===== config.mk =====
export PLATFORM = sky130hd
export DESIGN_NAME = manhattan_minimax_point_tracker_unit_flat
export DESIGN_NICKNAME = d
export VERILOG_FILES = /design/src/rtl/mmpt_pkg.sv /design/src/rtl/mmpt_ifs.sv /design/src/rtl/mmpt_front.sv /design/src/rtl/mmpt_queue.sv /design/src/rtl/mmpt_back.sv /design/src/rtl/manhattan_minimax_point_tracker_unit.sv /design/src/flat_wrapper.sv
export SDC_FILE = /design/constraint.sdc
export NUM_CORES = 2
export LEC_CHECK = 0
export ABC_AREA = 1
export ABC_CLOCK_PERIOD_IN_PS = 11900
export BUFFER_PORTS_ARGS = -buffer_cell sky130_fd_sc_hd__buf_2
export CAP_MARGIN = 10
export CORE_AREA = 3 3 492 494
export CTS_CLUSTER_DIAMETER = 100
export DETAILED_ROUTE_END_ITERATION = 6
export DIE_AREA = 0 0 495 497
export PLACE_DENSITY = 0.67
export SETUP_SLACK_MARGIN = 0.15
export SLEW_MARGIN = 40
export SYNTH_ARGS = -nofsm -noshare
export SYNTH_HDL_FRONTEND = slang
export SYNTH_SLANG_ARGS = --single-unit
export TNS_END_PERCENT = 50

===== constraint.sdc =====
create_clock -name clk -period 11.9 [get_ports clk]
set_clock_uncertainty 0.05 [all_clocks]
set_input_delay 0.595 -clock clk [delete_from_list [all_inputs] [get_ports clk]]
set_output_delay 0.595 -clock clk [all_outputs]
set_load 0.01 [all_outputs]

===== src/rtl/mmpt_pkg.sv =====
// mmpt_pkg: shared constants and helpers for the manhattan minimax point tracker
// no dependencies; compile first
`default_nettype none

package mmpt_pkg;

	// default coordinate width of the point ports
	localparam int DEFAULT_COORD_BITS = 32;

	// the four rectangle corners tracked by the back end
	localparam int NUM_CORNERS = 4;
	localparam int CORNER_UL = 0; // (0, rect_width)
	localparam int CORNER_LL = 1; // (0, 0)
	localparam int CORNER_UR = 2; // (rect_length, rect_width)
	localparam int CORNER_LR = 3; // (rect_length, 0)

	// configuration register indexes
	localparam int CFG_INDEX_BITS = 1;
	localparam logic [CFG_INDEX_BITS-1:0] REG_RECT_LENGTH = 1'b0;
	localparam logic [CFG_INDEX_BITS-1:0] REG_RECT_WIDTH  = 1'b1;

	// action codes of an input transaction
	localparam logic ACT_ADD   = 1'b0;
	localparam logic ACT_QUERY = 1'b1;

	// depth of the queue between front and back
	localparam int QUEUE_DEPTH = 4;

	// queue entry: action, x, y and one corner distance per corner
	function automatic int entry_bits(input int coord_bits);
		return 1 + 2 * coord_bits + NUM_CORNERS * (coord_bits + 1);
	endfunction

endpackage

`default_nettype wire


===== src/rtl/mmpt_ifs.sv =====
// mmpt_point_if and mmpt_result_if: valid/ready channels of the point tracker
// no dependencies besides mmpt_pkg for the default width
`default_nettype none

interface mmpt_point_if #(
	parameter int COORD_BITS = mmpt_pkg::DEFAULT_COORD_BITS
);
	logic                  valid;
	logic                  ready;
	logic                  action;
	logic [COORD_BITS-1:0] pos_x;
	logic [COORD_BITS-1:0] pos_y;

	modport source (output valid, action, pos_x, pos_y, input ready);
	modport sink   (input valid, action, pos_x, pos_y, output ready);
endinterface

interface mmpt_result_if #(
	parameter int COORD_BITS = mmpt_pkg::DEFAULT_COORD_BITS
);
	logic                  valid;
	logic                  ready;
	logic [COORD_BITS:0]   farthest_dist;
	logic [COORD_BITS+1:0] best_dist;

	modport source (output valid, farthest_dist, best_dist, input ready);
	modport sink   (input valid, farthest_dist, best_dist, output ready);
endinterface

`default_nettype wire


===== src/rtl/mmpt_front.sv =====
// mmpt_front: accepts point transactions, holds the rectangle config and
// computes the four corner distances; depends on mmpt_pkg and mmpt_ifs
`default_nettype none

module mmpt_front #(
	parameter int COORD_BITS = mmpt_pkg::DEFAULT_COORD_BITS
) (
	input  wire logic                                      clk,
	input  wire logic                                      arst_n,
	input  wire logic                                      cfg_we,
	input  wire logic [mmpt_pkg::CFG_INDEX_BITS-1:0]       cfg_index,
	input  wire logic [COORD_BITS-1:0]                     cfg_data,
	mmpt_point_if.sink                                     point,
	output logic                                           push_valid,
	input  wire logic                                      push_ready,
	output logic [mmpt_pkg::entry_bits(COORD_BITS)-1:0]    push_data
);

	localparam int DIST_BITS = COORD_BITS + 1;

	logic [COORD_BITS-1:0] rect_length_q;
	logic [COORD_BITS-1:0] rect_width_q;

	logic                  valid_s1;
	logic                  action_s1;
	logic [COORD_BITS-1:0] x_s1;
	logic [COORD_BITS-1:0] y_s1;
	logic [DIST_BITS-1:0]  dist_s1  [mmpt_pkg::NUM_CORNERS];
	logic [DIST_BITS-1:0]  dist_now [mmpt_pkg::NUM_CORNERS];

	logic [COORD_BITS-1:0] dx_right;
	logic [COORD_BITS-1:0] dy_upper;

	function automatic logic [COORD_BITS-1:0] abs_diff(
		input logic [COORD_BITS-1:0] a,
		input logic [COORD_BITS-1:0] b
	);
		return (a > b) ? a - b : b - a;
	endfunction

	// configuration registers
	always_ff @(posedge clk or negedge arst_n) begin
		if (!arst_n) begin
			rect_length_q <= '0;
			rect_width_q  <= '0;
		end else if (cfg_we) begin
			unique case (cfg_index)
				mmpt_pkg::REG_RECT_LENGTH: rect_length_q <= cfg_data;
				mmpt_pkg::REG_RECT_WIDTH:  rect_width_q  <= cfg_data;
			endcase
		end
	end

	// distances from the incoming point to each corner
	always_comb begin
		dx_right = abs_diff(point.pos_x, rect_length_q);
		dy_upper = abs_diff(point.pos_y, rect_width_q);
		dist_now[mmpt_pkg::CORNER_UL] = {1'b0, point.pos_x} + {1'b0, dy_upper};
		dist_now[mmpt_pkg::CORNER_LL] = {1'b0, point.pos_x} + {1'b0, point.pos_y};
		dist_now[mmpt_pkg::CORNER_UR] = {1'b0, dx_right} + {1'b0, dy_upper};
		dist_now[mmpt_pkg::CORNER_LR] = {1'b0, dx_right} + {1'b0, point.pos_y};
	end

	assign point.ready = !valid_s1 || push_ready;

	// input stage valid
	always_ff @(posedge clk or negedge arst_n) begin
		if (!arst_n) begin
			valid_s1 <= 1'b0;
		end else if (point.ready) begin
			valid_s1 <= point.valid;
		end
	end

	// input stage payload
	always_ff @(posedge clk) begin
		if (point.valid && point.ready) begin
			action_s1 <= point.action;
			x_s1      <= point.pos_x;
			y_s1      <= point.pos_y;
			dist_s1   <= dist_now;
		end
	end

	assign push_valid = valid_s1;
	assign push_data  = {action_s1, x_s1, y_s1,
		dist_s1[mmpt_pkg::CORNER_UL], dist_s1[mmpt_pkg::CORNER_LL],
		dist_s1[mmpt_pkg::CORNER_UR], dist_s1[mmpt_pkg::CORNER_LR]};

endmodule

`default_nettype wire


===== src/rtl/mmpt_queue.sv =====
// mmpt_queue: small fifo of classified transactions between front and back
// depends on mmpt_pkg for the depth
`default_nettype none

module mmpt_queue #(
	parameter int WIDTH = mmpt_pkg::entry_bits(mmpt_pkg::DEFAULT_COORD_BITS)
) (
	input  wire logic             clk,
	input  wire logic             arst_n,
	input  wire logic             push_valid,
	output logic                  push_ready,
	input  wire logic [WIDTH-1:0] push_data,
	output logic                  pop_valid,
	input  wire logic             pop_ready,
	output logic [WIDTH-1:0]      pop_data
);

	localparam int DEPTH    = mmpt_pkg::QUEUE_DEPTH;
	localparam int PTR_BITS = $clog2(DEPTH);
	localparam int CNT_BITS = $clog2(DEPTH + 1);

	logic [WIDTH-1:0]    entry_q [DEPTH];
	logic [PTR_BITS-1:0] wr_ptr_q;
	logic [PTR_BITS-1:0] rd_ptr_q;
	logic [CNT_BITS-1:0] count_q;
	logic                push_fire;
	logic                pop_fire;

	assign push_ready = (count_q != CNT_BITS'(DEPTH));
	assign pop_valid  = (count_q != '0);
	assign push_fire  = push_valid && push_ready;
	assign pop_fire   = pop_valid && pop_ready;
	assign pop_data   = entry_q[rd_ptr_q];

	// storage
	always_ff @(posedge clk) begin
		if (push_fire) begin
			entry_q[wr_ptr_q] <= push_data;
		end
	end

	// pointers and fill level
	always_ff @(posedge clk or negedge arst_n) begin
		if (!arst_n) begin
			wr_ptr_q <= '0;
			rd_ptr_q <= '0;
			count_q  <= '0;
		end else begin
			if (push_fire) begin
				wr_ptr_q <= (wr_ptr_q == PTR_BITS'(DEPTH - 1)) ? '0 : wr_ptr_q + 1'b1;
			end
			if (pop_fire) begin
				rd_ptr_q <= (rd_ptr_q == PTR_BITS'(DEPTH - 1)) ? '0 : rd_ptr_q + 1'b1;
			end
			if (push_fire && !pop_fire) begin
				count_q <= count_q + 1'b1;
			end else if (pop_fire && !push_fire) begin
				count_q <= count_q - 1'b1;
			end
		end
	end

endmodule

`default_nettype wire


===== src/rtl/mmpt_back.sv =====
// mmpt_back: updates the nearest point per corner and answers queries with
// the farthest kept point and the running minimum; depends on mmpt_pkg, mmpt_ifs
`default_nettype none

module mmpt_back #(
	parameter int COORD_BITS = mmpt_pkg::DEFAULT_COORD_BITS
) (
	input  wire logic                                      clk,
	input  wire logic                                      arst_n,
	input  wire logic                                      pop_valid,
	output logic                                           pop_ready,
	input  wire logic [mmpt_pkg::entry_bits(COORD_BITS)-1:0] pop_data,
	mmpt_result_if.source                                  result
);

	localparam int DIST_BITS = COORD_BITS + 1;
	localparam int WIDE_BITS = COORD_BITS + 2;

	logic                  pop_action;
	logic [COORD_BITS-1:0] pop_x;
	logic [COORD_BITS-1:0] pop_y;
	logic [DIST_BITS-1:0]  pop_dist [mmpt_pkg::NUM_CORNERS];
	logic                  pop_fire;

	logic [WIDE_BITS-1:0]  corner_best_q [mmpt_pkg::NUM_CORNERS];
	logic [COORD_BITS-1:0] corner_x_q    [mmpt_pkg::NUM_CORNERS];
	logic [COORD_BITS-1:0] corner_y_q    [mmpt_pkg::NUM_CORNERS];

	logic                  query_s1;
	logic [DIST_BITS-1:0]  qdist_s1 [mmpt_pkg::NUM_CORNERS];
	logic [DIST_BITS-1:0]  qdist    [mmpt_pkg::NUM_CORNERS];

	logic                  out_valid_q;
	logic [DIST_BITS-1:0]  farthest_q;
	logic [WIDE_BITS-1:0]  best_q;
	logic [WIDE_BITS-1:0]  run_min_q;

	logic                  adv_out;
	logic [DIST_BITS-1:0]  max_lo;
	logic [DIST_BITS-1:0]  max_hi;
	logic [DIST_BITS-1:0]  far;
	logic [WIDE_BITS-1:0]  new_min;

	function automatic logic [COORD_BITS-1:0] abs_diff(
		input logic [COORD_BITS-1:0] a,
		input logic [COORD_BITS-1:0] b
	);
		return (a > b) ? a - b : b - a;
	endfunction

	assign {pop_action, pop_x, pop_y,
		pop_dist[mmpt_pkg::CORNER_UL], pop_dist[mmpt_pkg::CORNER_LL],
		pop_dist[mmpt_pkg::CORNER_UR], pop_dist[mmpt_pkg::CORNER_LR]} = pop_data;

	// back pipeline handshake
	assign adv_out   = !out_valid_q || result.ready;
	assign pop_ready = !query_s1 || adv_out;
	assign pop_fire  = pop_valid && pop_ready;

	// nearest point per corner, strict compare keeps the earlier point on a tie
	always_ff @(posedge clk or negedge arst_n) begin
		if (!arst_n) begin
			for (int k = 0; k < mmpt_pkg::NUM_CORNERS; k++) begin
				corner_best_q[k] <= '1;
				corner_x_q[k]    <= '0;
				corner_y_q[k]    <= '0;
			end
		end else if (pop_fire && pop_action == mmpt_pkg::ACT_ADD) begin
			for (int k = 0; k < mmpt_pkg::NUM_CORNERS; k++) begin
				if ({1'b0, pop_dist[k]} < corner_best_q[k]) begin
					corner_best_q[k] <= {1'b0, pop_dist[k]};
					corner_x_q[k]    <= pop_x;
					corner_y_q[k]    <= pop_y;
				end
			end
		end
	end

	// query distances to the kept points
	always_comb begin
		for (int k = 0; k < mmpt_pkg::NUM_CORNERS; k++) begin
			qdist[k] = {1'b0, abs_diff(corner_x_q[k], pop_x)}
				+ {1'b0, abs_diff(corner_y_q[k], pop_y)};
		end
	end

	// query stage
	always_ff @(posedge clk or negedge arst_n) begin
		if (!arst_n) begin
			query_s1 <= 1'b0;
		end else if (pop_ready) begin
			query_s1 <= pop_fire && (pop_action == mmpt_pkg::ACT_QUERY);
		end
	end

	always_ff @(posedge clk) begin
		if (pop_fire && pop_action == mmpt_pkg::ACT_QUERY) begin
			qdist_s1 <= qdist;
		end
	end

	// farthest kept point and running minimum
	always_comb begin
		max_lo  = (qdist_s1[0] > qdist_s1[1]) ? qdist_s1[0] : qdist_s1[1];
		max_hi  = (qdist_s1[2] > qdist_s1[3]) ? qdist_s1[2] : qdist_s1[3];
		far     = (max_lo > max_hi) ? max_lo : max_hi;
		new_min = ({1'b0, far} < run_min_q) ? {1'b0, far} : run_min_q;
	end

	// output register
	always_ff @(posedge clk or negedge arst_n) begin
		if (!arst_n) begin
			out_valid_q <= 1'b0;
			run_min_q   <= '1;
		end else if (adv_out) begin
			out_valid_q <= query_s1;
			if (query_s1) begin
				run_min_q <= new_min;
			end
		end
	end

	always_ff @(posedge clk) begin
		if (adv_out && query_s1) begin
			farthest_q <= far;
			best_q     <= new_min;
		end
	end

	assign result.valid         = out_valid_q;
	assign result.farthest_dist = farthest_q;
	assign result.best_dist     = best_q;

endmodule

`default_nettype wire


===== src/rtl/manhattan_minimax_point_tracker_unit.sv =====
// Manhattan minimax point tracker. Add transactions keep, for each corner of
// the configured rectangle, the nearest point seen so far (a tie keeps the
// earlier one); a query transaction returns the largest Manhattan distance to
// the four kept points and the minimum of that value over all queries so far.
// The block takes one transaction per cycle while the queue and the output do
// not stall, adds and queries mixed in any order. A query result passes the
// input stage, the queue, the query stage and the output register; adds give
// no result. A four-entry queue lets input and output stall apart.
// There is no clearing pass after reset; write rect_length and rect_width
// only while the block is idle.
// depends on mmpt_pkg, mmpt_ifs, mmpt_front, mmpt_queue, mmpt_back
`default_nettype none

module manhattan_minimax_point_tracker_unit #(
	parameter int COORD_BITS = mmpt_pkg::DEFAULT_COORD_BITS
) (
	input  wire logic                                clk,
	input  wire logic                                arst_n,
	input  wire logic                                cfg_we,
	input  wire logic [mmpt_pkg::CFG_INDEX_BITS-1:0] cfg_index,
	input  wire logic [COORD_BITS-1:0]               cfg_data,
	mmpt_point_if.sink                               point,
	mmpt_result_if.source                            result
);

	localparam int ENTRY_BITS = mmpt_pkg::entry_bits(COORD_BITS);

	logic                  push_valid;
	logic                  push_ready;
	logic [ENTRY_BITS-1:0] push_data;
	logic                  pop_valid;
	logic                  pop_ready;
	logic [ENTRY_BITS-1:0] pop_data;

	// accept and precompute corner distances
	mmpt_front #(
		.COORD_BITS (COORD_BITS)
	) u_front (
		.clk        (clk),
		.arst_n     (arst_n),
		.cfg_we     (cfg_we),
		.cfg_index  (cfg_index),
		.cfg_data   (cfg_data),
		.point      (point),
		.push_valid (push_valid),
		.push_ready (push_ready),
		.push_data  (push_data)
	);

	// decoupling queue
	mmpt_queue #(
		.WIDTH (ENTRY_BITS)
	) u_queue (
		.clk        (clk),
		.arst_n     (arst_n),
		.push_valid (push_valid),
		.push_ready (push_ready),
		.push_data  (push_data),
		.pop_valid  (pop_valid),
		.pop_ready  (pop_ready),
		.pop_data   (pop_data)
	);

	// corner update and query evaluation
	mmpt_back #(
		.COORD_BITS (COORD_BITS)
	) u_back (
		.clk       (clk),
		.arst_n    (arst_n),
		.pop_valid (pop_valid),
		.pop_ready (pop_ready),
		.pop_data  (pop_data),
		.result    (result)
	);

endmodule

`default_nettype wire


===== src/flat_wrapper.sv =====
// flat-port wrapper written by rule: the top's interface ports become plain ports
module manhattan_minimax_point_tracker_unit_flat 
#(
	parameter int COORD_BITS = mmpt_pkg::DEFAULT_COORD_BITS
)
  (clk, arst_n, cfg_we, cfg_index, cfg_data, point_valid, point_action, point_pos_x, point_pos_y, point_ready, result_valid, result_farthest_dist, result_best_dist, result_ready);
  mmpt_point_if #(.COORD_BITS(COORD_BITS)) point_i ();
  mmpt_result_if #(.COORD_BITS(COORD_BITS)) result_i ();
  input  wire logic clk;
  input  wire logic arst_n;
  input  wire logic cfg_we;
  input  wire logic [mmpt_pkg::CFG_INDEX_BITS-1:0] cfg_index;
  input  wire logic [COORD_BITS-1:0] cfg_data;
  input wire logic [$bits(point_i.valid)-1:0] point_valid;
  input wire logic [$bits(point_i.action)-1:0] point_action;
  input wire logic [$bits(point_i.pos_x)-1:0] point_pos_x;
  input wire logic [$bits(point_i.pos_y)-1:0] point_pos_y;
  output wire logic [$bits(point_i.ready)-1:0] point_ready;
  output wire logic [$bits(result_i.valid)-1:0] result_valid;
  output wire logic [$bits(result_i.farthest_dist)-1:0] result_farthest_dist;
  output wire logic [$bits(result_i.best_dist)-1:0] result_best_dist;
  input wire logic [$bits(result_i.ready)-1:0] result_ready;
  assign point_i.valid = point_valid;
  assign point_i.action = point_action;
  assign point_i.pos_x = point_pos_x;
  assign point_i.pos_y = point_pos_y;
  assign point_ready = point_i.ready;
  assign result_valid = result_i.valid;
  assign result_farthest_dist = result_i.farthest_dist;
  assign result_best_dist = result_i.best_dist;
  assign result_i.ready = result_ready;
  manhattan_minimax_point_tracker_unit #(.COORD_BITS(COORD_BITS)) u_core (.clk(clk), .arst_n(arst_n), .cfg_we(cfg_we), .cfg_index(cfg_index), .cfg_data(cfg_data), .point(point_i), .result(result_i));
endmodule

==> metrics.md <==
| Metric | Value |
|---|---|
| Outcome | complete, no violations |
| Post-synth EDFFs | 1,184 |
| Port Buf Inserts | 171 |
| Vias in the first global route | 96,400 |
| Cell variety after synth | between 80 and 90 |
| Max-slew violation count | 0 |
| Synth Net Count | 15,530 |
| Drt drc | 0 |
| Number of CTS-inserted buffers | ~180 |
| Top FF cell, synth | edfxtp_1 |
| CTS tree | yes |
| Die Y | 497 um |
| First-pass GRT wire length | roughly 620 mm |
| Max stage delay on crit path | just over 700 ps |
| Vias/cell | 5.715 |
| H-tree lvl count | 4 |
| Slew @ Worst Pin | 923.9 ps |
| Sequential area share after synthesis | 0.4056 |
| Initial antenna violation count | 15 |
| Clock sink total | 1,684 |
| Crit share post-route | 0.7253 |
| Initial DRC count | 9,987 |
| Mapped Cells | 14,240 |
| RSZ-0062 raised after global routing | false |
| Crit. End Element | flop |
| Layout cells sized above 1 | 0.07447 |
| Setup-failing EPs final | 0 |
| Worst relative slew slack | 0.3840 |
| Most frequent CP cell | nand2_1 |
| Full die area | 246,000 sq um |
| Synth Cell Area | 119,000 sq um |
| Setup Buffers After CTS | 0 |
| Overflow after GRT | 0 |
| GRT Total Usage | 0.3323 |
| Hold Path Class | input pin to flop |
| Final worst path period need | 8631 ps |
| Root Buffer | clkbuf_16 |
| Routability Congestion | 1.084 |
| Worst-path clk slew | 60 ps |
| FFs w/ async S/R, synth | 0.2969 |
| Io pins | 172 |
| Setup TNS | 0 ps |
| Critical-path top delay cell | o21ai_0 |
| Max cap viols | 0 |
| Fmax | 0.1159 GHz |
| Post-Route WL | ~420 mm |
| Die X-Extent | 495 um |
| Synth Warn # | 0 |
| Largest net degree at the start of global routing | between 150 and 200 |
| Final hold violation count | 0 |
| Commonest non-fill, non-tap cell in the layout | nand2_1 |
| Hpwl dp | 330.7 mm |
| Clock tree buffer depth | 3 |
| Placement Rows | 179 |
| Area growth syn-to-layout | 9.136% |
| Routed length per instance | ~24 um |
| Vias | 101,300 |
| FF+latch count, synth | 1,684 |
| CP Class | flop to flop |
| Syn_area_per_cell | 8.359 sq um |
| Remaining antenna violation count | 0 |
| Commonest non-fill, non-tap cells in the layout | nand2_1 (2,328), inv_1 (2,213), a21oi_1 (1,617) |
| Final nets | ~16,000 |
| Critical-path maximum fanout | 99 |
| Critical path data arrival time | 9160 ps |
| Initial Util | 0.5005 |
| Setup crit start kind | flop |
| 1st-pass router iterations | 6 |
| Clk_lat worst skew | ~870 ps |
| CP Data Required Time | approximately 12,000 ps |
| Core box area | around 240,000 sq um |
## synth_stat cells, drive strengths merged, types with 5 or more instances
| library cell | count | area (sq um) |
|---|---|---|
| a2111oi | 12 | 105.1 |
| a211oi | 16 | 132.6 |
| a21boi | 49 | 367.9 |
| a21o | 62 | 465.5 |
| a21oi | 1639 | 8293 |
| a221oi | 43 | 376.6 |
| a22oi | 5 | 42.54 |
| a31oi | 81 | 506.7 |
| a32oi | 63 | 551.8 |
| and2 | 7 | 43.79 |
| buf | 191 | 1217 |
| clkbuf | 173 | 694.4 |
| dfrtp | 330 | 8258 |
| dfstp | 170 | 4467 |
| edfxtp | 1184 | 35550 |
| fa | 29 | 580.6 |
| ha | 1151 | 14400 |
| inv | 2248 | 8441 |
| mux2 | 74 | 893.4 |
| mux2i | 34 | 340.3 |
| nand2 | 2389 | 9155 |
| nand3 | 205 | 1064 |
| nand4 | 77 | 503.0 |
| nor2 | 1212 | 4674 |
| nor3 | 98 | 500.5 |
| nor4 | 34 | 219.0 |
| o2111ai | 43 | 376.6 |
| o211ai | 47 | 367.9 |
| o21a | 109 | 818.3 |
| o21ai | 1549 | 8000 |
| o21bai | 39 | 296.5 |
| o221a | 7 | 78.83 |
| o221ai | 37 | 330.3 |
| o22ai | 135 | 844.6 |
| o311ai | 13 | 113.9 |
| o31ai | 12 | 95.09 |
| xnor2 | 136 | 1191 |
| xor2 | 516 | 4519 |
## layout make-up
| cell class | instances | area (sq um) |
|---|---|---|
| Clock buffer | 256 | 4938 |
| Multi-Input combinational cell | 9945 | 60550 |
| Clock inverter | 82 | 1205 |
| Antenna cell | 9 | 22.52 |
| Sequential cell | 1684 | 48290 |
| Timing Repair Buffer | 340 | 2482 |
| Inverter | 2249 | 8471 |
| Tap cell | 3167 | 3963 |
| Fill cell | 22300 | 107900 |
## path summary, 6_finish.rpt
check                                             start                              to  slack [ps]  depth (start not counted)
setup / recovery             u_core.u_queue.rd_ptr_q[1]      u_core.u_back.qdist_s1[88]        3270                         28
hold / removal                              cfg_data[3]  u_core.u_front.rect_width_q[3]          30                          3
setup reg to reg             u_core.u_queue.rd_ptr_q[1]      u_core.u_back.qdist_s1[88]        3270                         28
hold reg to reg            u_core.u_front.push_data[49]   u_core.u_queue.entry_q[0][49]         400                          0
max in group asynchronous                        arst_n      u_core.u_back.result.valid        9150                          6
min in group asynchronous                        arst_n   u_core.u_back.corner_y_q[127]         160                          2
## logic make-up (layout without fill, tap and decap cells)
logic type | after synthesis | count (layout) | share of synthesized area
xor gates and xnor gates | 652 | 652 | 0.04797
DFF | 1684 | 1684 | 0.4056
other | 1 | 10 | 0.00003150
AOI/OAI and AO/OA | 3965 | 3965 | 0.1865
adders and majority gates | 1180 | 1180 | 0.1259
buffers and inverters | 2613 | 2927 | 0.08700
and+or+nand+nor | 4039 | 4039 | 0.1368
muxes | 108 | 108 | 0.01036
## critical path: cells and delay by family, from the launching register on
| family | cells | cell delay [ps] |
|---|---|---|
| AOI/OAI and AO/OA | 9 | 2530 |
| xor gates and xnor gates | 1 | 500 |
| adders and majority gates | 2 | 1020 |
| buffers and inverters | 6 | 1990 |
| DFF | 1 | 600 |
| and+or+nand+nor | 10 | 1540 |
## what timing repair did
item	CTS	global route
hold buffers	29	0
hold endpoints to repair	103	0
resized for setup	0	0
## registers in the layout (all words and copies together), names as in the netlist, 33 cells and up
register	count
u_core.u_back.corner_best_q	136
u_core.u_back.corner_x_q	128
u_core.u_back.corner_y_q	128
u_core.u_back.qdist_s1	132
u_core.u_back.result.best_dist	34
u_core.u_back.result.farthest_dist	33
u_core.u_back.run_min_q	34
u_core.u_front.push_data	132
u_core.u_queue.entry_q	788
## per-stage QoR
stage          setup WS (ps)  cell area, sq um  cells  utilization  hold slack [ps]
2_1_floorplan           2311            119000  14240            -            249.4
3_3_place_gp            3354            123100  17350       0.5177            395.6
3_5_place_dp            3483            123200  17350       0.5181            399.3
4_1_cts                 3502            129700  17720       0.5452            1.265
5_1_grt                 2771            129900  17730       0.5462            22.53
6_report                3269            129900  17730       0.5462            32.89
## routing by layer
metal  global-route usage  vias up  part of all wire
met3              0.04992      923             0.072
met4               0.1964       14             0.072
met1               0.4326    47930              0.41
met5                    0        -           0.00021
li1                     -    48410                 -
met2               0.5244     4063              0.45
Power is left out: the tool's default activity adds up to more than one toggle a clock period on the data nets, which glitch-free logic cannot reach.
